<file path="config.mk">
export PLATFORM = sky130hd
export DESIGN_NAME = segmented_node_to_element_map_core
export DESIGN_NICKNAME = d
export VERILOG_FILES = /design/src/rtl/snmap_pkg.sv /design/src/rtl/snmap_cell.sv /design/src/rtl/segmented_node_to_element_map_core.sv
export VERILOG_INCLUDE_DIRS = /design/src /design/src/rtl
export SDC_FILE = /design/constraint.sdc
export NUM_CORES = 2
export LEC_CHECK = 0
export BUFFER_PORTS_ARGS = -buffer_cell sky130_fd_sc_hd__buf_4
export CORE_ASPECT_RATIO = 0.8
export CORE_MARGIN = 1
export CORE_UTILIZATION = 60
export CTS_BUF_LIST = sky130_fd_sc_hd__clkbuf_8
export DETAILED_ROUTE_END_ITERATION = 6
export PLACE_DENSITY = 0.79
export SYNTH_ARGS = -nofsm -noshare
export SYNTH_HDL_FRONTEND = slang
export SYNTH_SLANG_ARGS = --single-unit
export TNS_END_PERCENT = 10
</file>
<file path="constraint.sdc">
create_clock -name clk -period 11.2 [get_ports clk]
set_input_delay 1.68 -clock clk [delete_from_list [all_inputs] [get_ports clk]]
set_output_delay 1.68 -clock clk [all_outputs]
set_load 0.05 [all_outputs]
</file>
<file path="src/rtl/segmented_node_to_element_map_core_defines.svh">
// ----------------------------------------------------------------------------
// segmented node-to-element map: assertion macros
// wrappers around concurrent assertions, compiled out with NO_ASSERTIONS
// ----------------------------------------------------------------------------
`ifndef SEGMENTED_NODE_TO_ELEMENT_MAP_CORE_DEFINES_SVH
`define SEGMENTED_NODE_TO_ELEMENT_MAP_CORE_DEFINES_SVH

`ifndef NO_ASSERTIONS
// property must hold at every clock edge outside reset
`define SNMAP_ASSERT(label, clk, rst_n, prop, msg) \
	label: assert property (@(posedge clk) disable iff (!rst_n) prop) else $error(msg);
// condition must never be seen outside reset
`define SNMAP_ASSERT_NEVER(label, clk, rst_n, cond, msg) \
	label: assert property (@(posedge clk) disable iff (!rst_n) !(cond)) else $error(msg);
`else
`define SNMAP_ASSERT(label, clk, rst_n, prop, msg)
`define SNMAP_ASSERT_NEVER(label, clk, rst_n, cond, msg)
`endif

`endif

</file>
<file path="src/rtl/snmap_pkg.sv">
// ----------------------------------------------------------------------------
// snmap_pkg
// shared types and constants of the segmented node-to-element map
// ----------------------------------------------------------------------------
package snmap_pkg;

	localparam int MAX_RODS = 16;
	localparam int ROD_W    = $clog2(MAX_RODS);
	localparam int RCNT_W   = ROD_W + 1;
	localparam int NODE_W   = 32;
	localparam int CNT_W    = 16;
	localparam int GLOB_W   = 20;

	localparam logic REQ_WRITE = 1'b0;
	localparam logic REQ_QUERY = 1'b1;

	typedef enum logic [1:0] {
		ST_OK    = 2'd0,
		ST_EMPTY = 2'd1,
		ST_RANGE = 2'd2
	} status_t;

	// query token walking down the rod chain
	typedef struct packed {
		logic              valid;
		logic [NODE_W-1:0] node;
		logic [GLOB_W-1:0] base;
		logic              found;
		logic [ROD_W-1:0]  sel;
		logic [NODE_W-1:0] sel_start;
		logic [CNT_W-1:0]  sel_cnt;
		logic [GLOB_W-1:0] sel_base;
	} tok_t;

endpackage

</file>
<file path="src/rtl/snmap_cell.sv">
// ----------------------------------------------------------------------------
// snmap_cell
// one rod slot: holds start node and element count, checks a passing token
// ----------------------------------------------------------------------------
module snmap_cell (
	input  logic                          clk,
	input  logic                          arst_n,
	input  logic [snmap_pkg::ROD_W-1:0]   cell_idx,
	input  logic [snmap_pkg::RCNT_W-1:0]  rod_n,
	input  logic                          wr_en,
	input  logic [snmap_pkg::NODE_W-1:0]  wr_start,
	input  logic [snmap_pkg::CNT_W-1:0]   wr_cnt,
	input  snmap_pkg::tok_t               tok_in,
	input  logic [snmap_pkg::NODE_W-1:0]  next_start,
	output logic [snmap_pkg::NODE_W-1:0]  start_out,
	output snmap_pkg::tok_t               tok_out
);
	import snmap_pkg::*;

	logic [NODE_W-1:0] start_q;
	logic [CNT_W-1:0]  cnt_q;
	tok_t              tok_q;
	tok_t              tok_nxt;
	logic              active;
	logic              last;
	logic              hit;

	always_ff @(posedge clk) begin
		if (wr_en) begin
			start_q <= wr_start;
			cnt_q   <= wr_cnt;
		end
	end

	always_comb begin
		active = {1'b0, cell_idx} < rod_n;
		last   = ({1'b0, cell_idx} + RCNT_W'(1)) == rod_n;
		// last rod in use is open above
		hit    = active && !tok_in.found && (tok_in.node >= start_q) &&
			(last || (tok_in.node < next_start));
		tok_nxt       = tok_in;
		tok_nxt.found = tok_in.found | hit;
		tok_nxt.base  = tok_in.base + GLOB_W'(cnt_q);
		// first cell loads rod 0 as the fallback choice
		if (hit || (cell_idx == '0)) begin
			tok_nxt.sel       = cell_idx;
			tok_nxt.sel_start = start_q;
			tok_nxt.sel_cnt   = cnt_q;
			tok_nxt.sel_base  = tok_in.base;
		end
	end

	always_ff @(posedge clk or negedge arst_n) begin
		if (!arst_n) begin
			tok_q <= '0;
		end else begin
			tok_q <= tok_nxt;
		end
	end

	assign start_out = start_q;
	assign tok_out   = tok_q;

endmodule

</file>
<file path="src/rtl/segmented_node_to_element_map_core.sv">
// ----------------------------------------------------------------------------
// segmented_node_to_element_map_core
// rod table with node-to-element lookup through a chain of rod cells
// ----------------------------------------------------------------------------
// usage
//   cfg_valid/cfg_data set the number of rods in use (saturates at 16); write
//   it only while the block is idle. cfg_ready is always high.
//   s_* beats carry one request: s_tuser selects a table write or a query.
//   a write loads one rod slot and returns an ack beat with status ok.
//   a query walks the 16 rod cells, one cell per cycle, and returns the rod,
//   the local element and the global element, or an empty/range status.
//   m_* beats carry one result per request, in request order.
// request flow
//   one request in flight at a time. a query result passes the cell chain,
//   the result register and the output register; a write or an empty-table
//   query passes the result and output registers only. the next beat is
//   accepted once the result moves into the output register.
// reset and stall
//   reset clears the rod count, the chain and both result registers; table
//   contents are not cleared. while m_tready is low the result waits in the
//   output register and one more finished result waits behind it.
// ----------------------------------------------------------------------------
`include "segmented_node_to_element_map_core_defines.svh"

module segmented_node_to_element_map_core (
	input  logic        clk,
	input  logic        arst_n,
	// configuration: rod count
	input  logic        cfg_valid,
	output logic        cfg_ready,
	input  logic [4:0]  cfg_data,
	// requests
	input  logic        s_tvalid,
	output logic        s_tready,
	// node_index[31:0], rod_slot[35:32], start_node[67:36], elem_count[83:68]
	input  logic [87:0] s_tdata,
	// req_type[0]
	input  logic [0:0]  s_tuser,
	// results
	output logic        m_tvalid,
	input  logic        m_tready,
	// rod_sel[3:0], local_element[19:4], global_element[39:20]
	output logic [39:0] m_tdata,
	// status[1:0]
	output logic [1:0]  m_tuser
);
	import snmap_pkg::*;

	logic [RCNT_W-1:0] rod_count_q;
	logic [RCNT_W-1:0] rod_n;
	logic              busy_q;
	logic              acc;
	logic              is_query;
	logic              launch;
	logic              move;

	logic [NODE_W-1:0] in_node;
	logic [ROD_W-1:0]  in_slot;
	logic [NODE_W-1:0] in_start;
	logic [CNT_W-1:0]  in_cnt;

	tok_t              launch_tok;
	tok_t              tok_out   [MAX_RODS];
	logic [NODE_W-1:0] start_vec [MAX_RODS];
	logic [MAX_RODS-1:0] tok_vld;
	tok_t              tail;

	logic              res_valid_q;
	status_t           res_status_q;
	logic [ROD_W-1:0]  res_sel_q;
	logic [CNT_W-1:0]  res_ln_q;
	logic [CNT_W-1:0]  res_cnt_q;
	logic [GLOB_W-1:0] res_base_q;

	logic [NODE_W-1:0] diff;
	logic              past_rod;

	logic [CNT_W-1:0]  loc_elem;
	logic [GLOB_W-1:0] glob_elem;

	logic              out_valid_q;
	status_t           out_status_q;
	logic [ROD_W-1:0]  out_rod_q;
	logic [CNT_W-1:0]  out_loc_q;
	logic [GLOB_W-1:0] out_glob_q;

	assign in_node  = s_tdata[31:0];
	assign in_slot  = s_tdata[35:32];
	assign in_start = s_tdata[67:36];
	assign in_cnt   = s_tdata[83:68];

	assign cfg_ready = 1'b1;
	assign rod_n     = (rod_count_q > RCNT_W'(MAX_RODS)) ? RCNT_W'(MAX_RODS) : rod_count_q;

	assign s_tready = !busy_q;
	assign acc      = s_tvalid && s_tready;
	assign is_query = s_tuser[0] == REQ_QUERY;
	assign launch   = acc && is_query && (rod_n != '0);
	assign move     = res_valid_q && (!out_valid_q || m_tready);

	always_comb begin
		launch_tok       = '0;
		launch_tok.valid = launch;
		launch_tok.node  = in_node;
	end

	for (genvar k = 0; k < MAX_RODS; k++) begin : g_cell
		tok_t              c_in;
		logic [NODE_W-1:0] c_next;

		if (k == 0) begin : g_head
			assign c_in = launch_tok;
		end else begin : g_body
			assign c_in = tok_out[k-1];
		end

		if (k == MAX_RODS - 1) begin : g_end
			assign c_next = '0;
		end else begin : g_mid
			assign c_next = start_vec[k+1];
		end

		snmap_cell u_cell (
			.clk        (clk),
			.arst_n     (arst_n),
			.cell_idx   (ROD_W'(k)),
			.rod_n      (rod_n),
			.wr_en      (acc && (s_tuser[0] == REQ_WRITE) && (in_slot == ROD_W'(k))),
			.wr_start   (in_start),
			.wr_cnt     (in_cnt),
			.tok_in     (c_in),
			.next_start (c_next),
			.start_out  (start_vec[k]),
			.tok_out    (tok_out[k])
		);

		assign tok_vld[k] = tok_out[k].valid;
	end

	assign tail = tok_out[MAX_RODS-1];

	// range check of the chosen rod
	always_comb begin
		diff     = tail.node - tail.sel_start;
		past_rod = (tail.node < tail.sel_start) || (diff > NODE_W'(tail.sel_cnt));
	end

	always_ff @(posedge clk or negedge arst_n) begin
		if (!arst_n) begin
			rod_count_q <= '0;
			busy_q      <= 1'b0;
			res_valid_q <= 1'b0;
			out_valid_q <= 1'b0;
		end else begin
			if (cfg_valid && cfg_ready) begin
				rod_count_q <= cfg_data;
			end
			if (acc) begin
				busy_q <= 1'b1;
			end else if (move) begin
				busy_q <= 1'b0;
			end
			if ((acc && !launch) || tail.valid) begin
				res_valid_q <= 1'b1;
			end else if (move) begin
				res_valid_q <= 1'b0;
			end
			if (move) begin
				out_valid_q <= 1'b1;
			end else if (m_tready) begin
				out_valid_q <= 1'b0;
			end
		end
	end

	always_ff @(posedge clk) begin
		if (acc && !launch) begin
			res_status_q <= is_query ? ST_EMPTY : ST_OK;
			res_sel_q    <= '0;
			res_ln_q     <= '0;
			res_cnt_q    <= '0;
			res_base_q   <= '0;
		end else if (tail.valid) begin
			res_status_q <= past_rod ? ST_RANGE : ST_OK;
			res_sel_q    <= tail.sel;
			res_ln_q     <= diff[CNT_W-1:0];
			res_cnt_q    <= tail.sel_cnt;
			res_base_q   <= tail.sel_base;
		end
	end

	// first node -> 0, inner node k -> k-1, last node -> count-1
	always_comb begin
		if (res_status_q != ST_OK || res_ln_q == '0) begin
			loc_elem = '0;
		end else if (res_ln_q < res_cnt_q) begin
			loc_elem = res_ln_q - CNT_W'(1);
		end else begin
			loc_elem = res_cnt_q - CNT_W'(1);
		end
		glob_elem = (res_status_q == ST_OK) ? (res_base_q + GLOB_W'(loc_elem)) : '0;
	end

	always_ff @(posedge clk) begin
		if (move) begin
			out_status_q <= res_status_q;
			out_rod_q    <= (res_status_q == ST_EMPTY) ? '0 : res_sel_q;
			out_loc_q    <= loc_elem;
			out_glob_q   <= glob_elem;
		end
	end

	assign m_tvalid = out_valid_q;
	assign m_tuser  = out_status_q;
	assign m_tdata  = {out_glob_q, out_loc_q, out_rod_q};

	logic [MAX_RODS:0] inflight_vec;
	assign inflight_vec = {res_valid_q, tok_vld};

	`SNMAP_ASSERT(a_one_inflight, clk, arst_n, $onehot0(inflight_vec),
		"more than one request in flight")
	`SNMAP_ASSERT(a_chain_busy, clk, arst_n, (tok_vld != '0) |-> busy_q,
		"token in chain while not busy")
	`SNMAP_ASSERT(a_res_busy, clk, arst_n, res_valid_q |-> busy_q,
		"pending result while not busy")
	`SNMAP_ASSERT(a_launch, clk, arst_n, launch |=> tok_vld[0],
		"accepted query did not enter the chain")
	`SNMAP_ASSERT_NEVER(a_bad_status, clk, arst_n, out_valid_q && (m_tuser == 2'd3),
		"undefined status on output")

endmodule
</file>
==> impl_metrics.py <==
metrics = {
    "timing": {
        "slew_headroom": 0.231,
        "skew_ns": 0.0650,
        "tightestPinTransition_ns": 1.15,
        "layout_min_cycle_time_ns": 6.39,
        "fmax_mhz": 156,
        "hold_viol_final": 0,
        "final.setup.tns_ns": 0,
        "rsz0062_at_grt": "false",
        "finalCritPeriodShare": 0.571,
        "final_max_slew_viol_count": 0,
        "setup_violations": 0,
    },
    "routing": {
        "m1WireLength_microns": 122000,
        "drt_pass1_iterations": 7,
        "antenna_left": 0,
        "vias_per_cell": 5.58,
        "avgRoutedWirePerCell_microns": 20.4,
        "top_layer": "met4",
        "met3_length_microns": 11300,
        "drcViolationCount": 0,
        "num_vias": 69778,
        "drt_iter0_markers": 4930,
        "drt-total-wl_microns": 255000,
        "wl_met2_microns": 113000,
    },
    "floorplan": {
        "start_util": 0.605,
        "die-height_microns": 408,
        "core-area_sq_um": 204000,
        "rows": 148,
        "pin_count": 144,
        "dieArea_sq_um": 208000,
        "chipWidth_microns": 509,
    },
    "setup_path": {
        "rrSetupSlack_ns": 4.81,
        "path_class": "reg2reg",
        "cp.required_ns": 11.94,
        "r2r_start": "res_cnt_q[5]",
        "slowest_delay_ns": 0.39,
        "worst_ep_arrival_time_ns": 7.14,
        "worstSetupStartpointType": "register",
        "cp_max_fo": 31,
        "cp_slowest_cell": "or3_1",
        "end_kind": "register",
        "r2r_end": "out_glob_q[19]",
        "reg2reg_depth": 26,
    },
    "global_routing": {
        "grt_pass1_vias": 74624,
        "track_usage": 0.250,
        "grt_overflow": 0,
        "antenna_found_initial": 8,
        "grt_first_pass_wirelength_microns": 406000,
        "grt_max_degree": 187,
    },
    "power_and_ir_drop": {
        "p_int_w": 0.0172,
        "ir_worst_vdd_uv": 116,
        "seq_power_share": 0.523,
        "sw_frac_of_total": 0.245,
        "p_comb_frac": 0.114,
        "clkPwrFrac": 0.364,
        "totalPowerFinal_w": 0.0229,
        "powerDensity_nw_per_um2": 167,
        "switching_power_w": 0.00561,
        "power_leakage_nw": 63.0,
    },
    "logic_synthesis": {
        "synthMostInstantiatedCell": "dfrtp_1",
        "synth_top_area_frac": 0.392,
        "async_flop_share": 0.690,
        "synthMuxAreaShare": 0.0972,
        "ys_top_cells_by_count": "dfrtp_1, ha_1, mux2_2, edfxtp_1, inv_1",
        "synth_ff_type": "dfrtp_1",
        "synth_nets": 10374,
        "syn_area_per_cell_sq_um": 13.7,
        "synth.largest_area_cell": "dfrtp_1",
        "synth_edf_count": 812,
        "synth.area.top_cells": "dfrtp_1, edfxtp_1, ha_1",
        "synth-xor-area-share": 0.0173,
        "synth_top_family_by_area": "adder cells",
        "netlist_area_sq_um": 123000,
        "synth_compound_area_frac": 0.0736,
        "synth-simple-area-share": 0.0533,
        "netlist_instances": 8978,
        "synth-seq-area-share": 0.598,
        "ys_ff_latch": 2800,
        "yosys.area_share.adder": 0.132,
        "yosys_warnings": 0,
        "yosysUniqueCellTypes": 80,
    },
    "cts": {
        "cts-hold-fix-buffers": 0,
        "cts_made_buffers": 422,
        "clkSlewWorstSetupHoldPaths_ns": 0.06,
        "cts_root_buf": "clkbuf_8",
        "cts_sinks": 2800,
        "htreeDepth": 5,
        "insertion_delay_ns": 1.06,
        "cts_tree": "done",
        "postCtsResizedCells": 0,
        "clock_path_buffers": 4,
        "cts_setup_buffers": 0,
    },
    "final_layout": {
        "drive_above_1_share": 0.189,
        "areaGrowthSynthToFinish_pct": 10.6,
        "nets": 10851,
    },
    "run_status": {
        "status": "complete, no violations",
    },
    "job": {
        "drv_cap": 0,
    },
    "placement": {
        "dp.final_hpwl_microns": 188000,
        "place.gp.congestion": 0.944,
        "io_buffers": 138,
    },
    "hold_path": {
        "holdPathStages": 0,
        "holdPathEnd": "g_cell[0].u_cell.tok_out[86]",
        "hp-start": "g_cell[0].u_cell.cnt_q[13]",
        "hold_class": "reg2reg",
    },
}
[registers in the layout (all words and copies together) (netlist names)]
name	count
g_cell.u_cell.tok_out	1924
g_cell.u_cell.start_out	512
g_cell.u_cell.cnt_q	256
out_glob_q	20
res_base_q	20
out_loc_q	16
res_cnt_q	16
res_ln_q	16
rod_count_q	5
out_rod_q	4
res_sel_q	4
m_tuser	2
res_status_q	2
busy_q	1
m_tvalid	1
res_valid_q	1
[per-stage QoR]
step                hold WS [ns]  instance area, sq um  instances  utilization  setup slack, ns
floorplan                  0.331                123000       8978            -             4.96
global placement           0.331                128000      11731        0.628             4.81
detailed placement         0.334                128000      11731        0.628             4.83
CTS                        0.344                137000      12501        0.670             4.82
global route               0.349                137000      12507        0.670             4.27
finish                     0.345                137000      12509        0.670             4.81
[placed cells by master, fill, tap and decap left out, types with 56 or more instances in the layout]
cell type  netlist  final
edfxtp_1       812    812
nor3_1          85     81
a21o_1         344    344
dfrtp_1       1932   1931
nor2b_1        124    124
dfxtp_1         56     56
xnor2_1        173    173
nor2_1         335    321
nand2b_1       147    147
mux2_2         961    961
xor2_1          71     71
inv_1          728    888
clkbuf_8         0    525
nand4_1        144    144
nand3_1         60     60
ha_1          1281   1281
mux2i_1         72     72
nand2_1        182    182
buf_4            2    188
o21ai_0        267    266
a211oi_1        60     60
a21oi_1        422    421
[per-layer routing]
metal | global-route usage | up-vias
met5 | 0 | -
met4 | 0.0878 | 0
met3 | 0.0358 | 480
met2 | 0.381 | 1609
met1 | 0.368 | 34431
li1 | - | 33258
[cells by family (layout without fill, tap and decap cells)]
| family | after synthesis | count (layout) |
|---|---|---|
| and+or+nand+nor | 1280 | 1280 |
| muxes | 1065 | 1065 |
| adders and majority gates | 1297 | 1297 |
| AOI/OAI and AO/OA | 1420 | 1420 |
| other | 1 | 9 |
| buffers and inverters | 871 | 1694 |
| xor gates and xnor gates | 244 | 244 |
| DFF | 2800 | 2800 |
[critical path: cells and delay by family, from the launching register on]
family	cells	cell delay [ns]
buf+inv	2	0.44
mux	2	0.50
xor+xnor	1	0.17
compound gates	10	2.09
flops	1	0.35
simple gates	8	1.63
fa+ha+maj	3	0.95
[layout make-up]
class                   count  area [sq um]
clock buffers             525          7230
diodes                      8          20.0
flip-flops and latches   2800         73900
clock inverters           245          1340
inverters                 728          2730
fillers                 13969         67300
multi-input cells        5307         46400
repair buffers            196          1580
well taps                2700          3380
[power by group through the flow]
| stage | sequential, W | combinational (W) | clock (W) |
|---|---|---|---|
| global route | 0.0120 | 0.00287 | 0.00895 |
| floorplan | 0.0119 | 0.00176 | 0 |
| CTS | 0.0120 | 0.00260 | 0.00848 |
| detailed placement | 0.0121 | 0.00256 | 0 |
| finish | 0.0119 | 0.00260 | 0.00831 |
| global placement | 0.0121 | 0.00251 | 0 |
[worst max path at each step]
| stage | depth (start not counted) | slack (ns) | end | from |
|---|---|---|---|---|
| after floorplan | 4 | 4.96 | g_cell[0].u_cell.cnt_q[0] | s_tvalid |
| after global placement | 26 | 4.81 | out_glob_q[17] | res_cnt_q[5] |
| after detailed placement | 26 | 4.83 | out_glob_q[17] | res_cnt_q[5] |
| after CTS | 26 | 4.82 | out_glob_q[17] | res_cnt_q[5] |
| after global routing | 25 | 4.27 | out_glob_q[17] | res_cnt_q[8] |
| final | 26 | 4.81 | out_glob_q[19] | res_cnt_q[5] |
(Power assumes the default switching activity.)
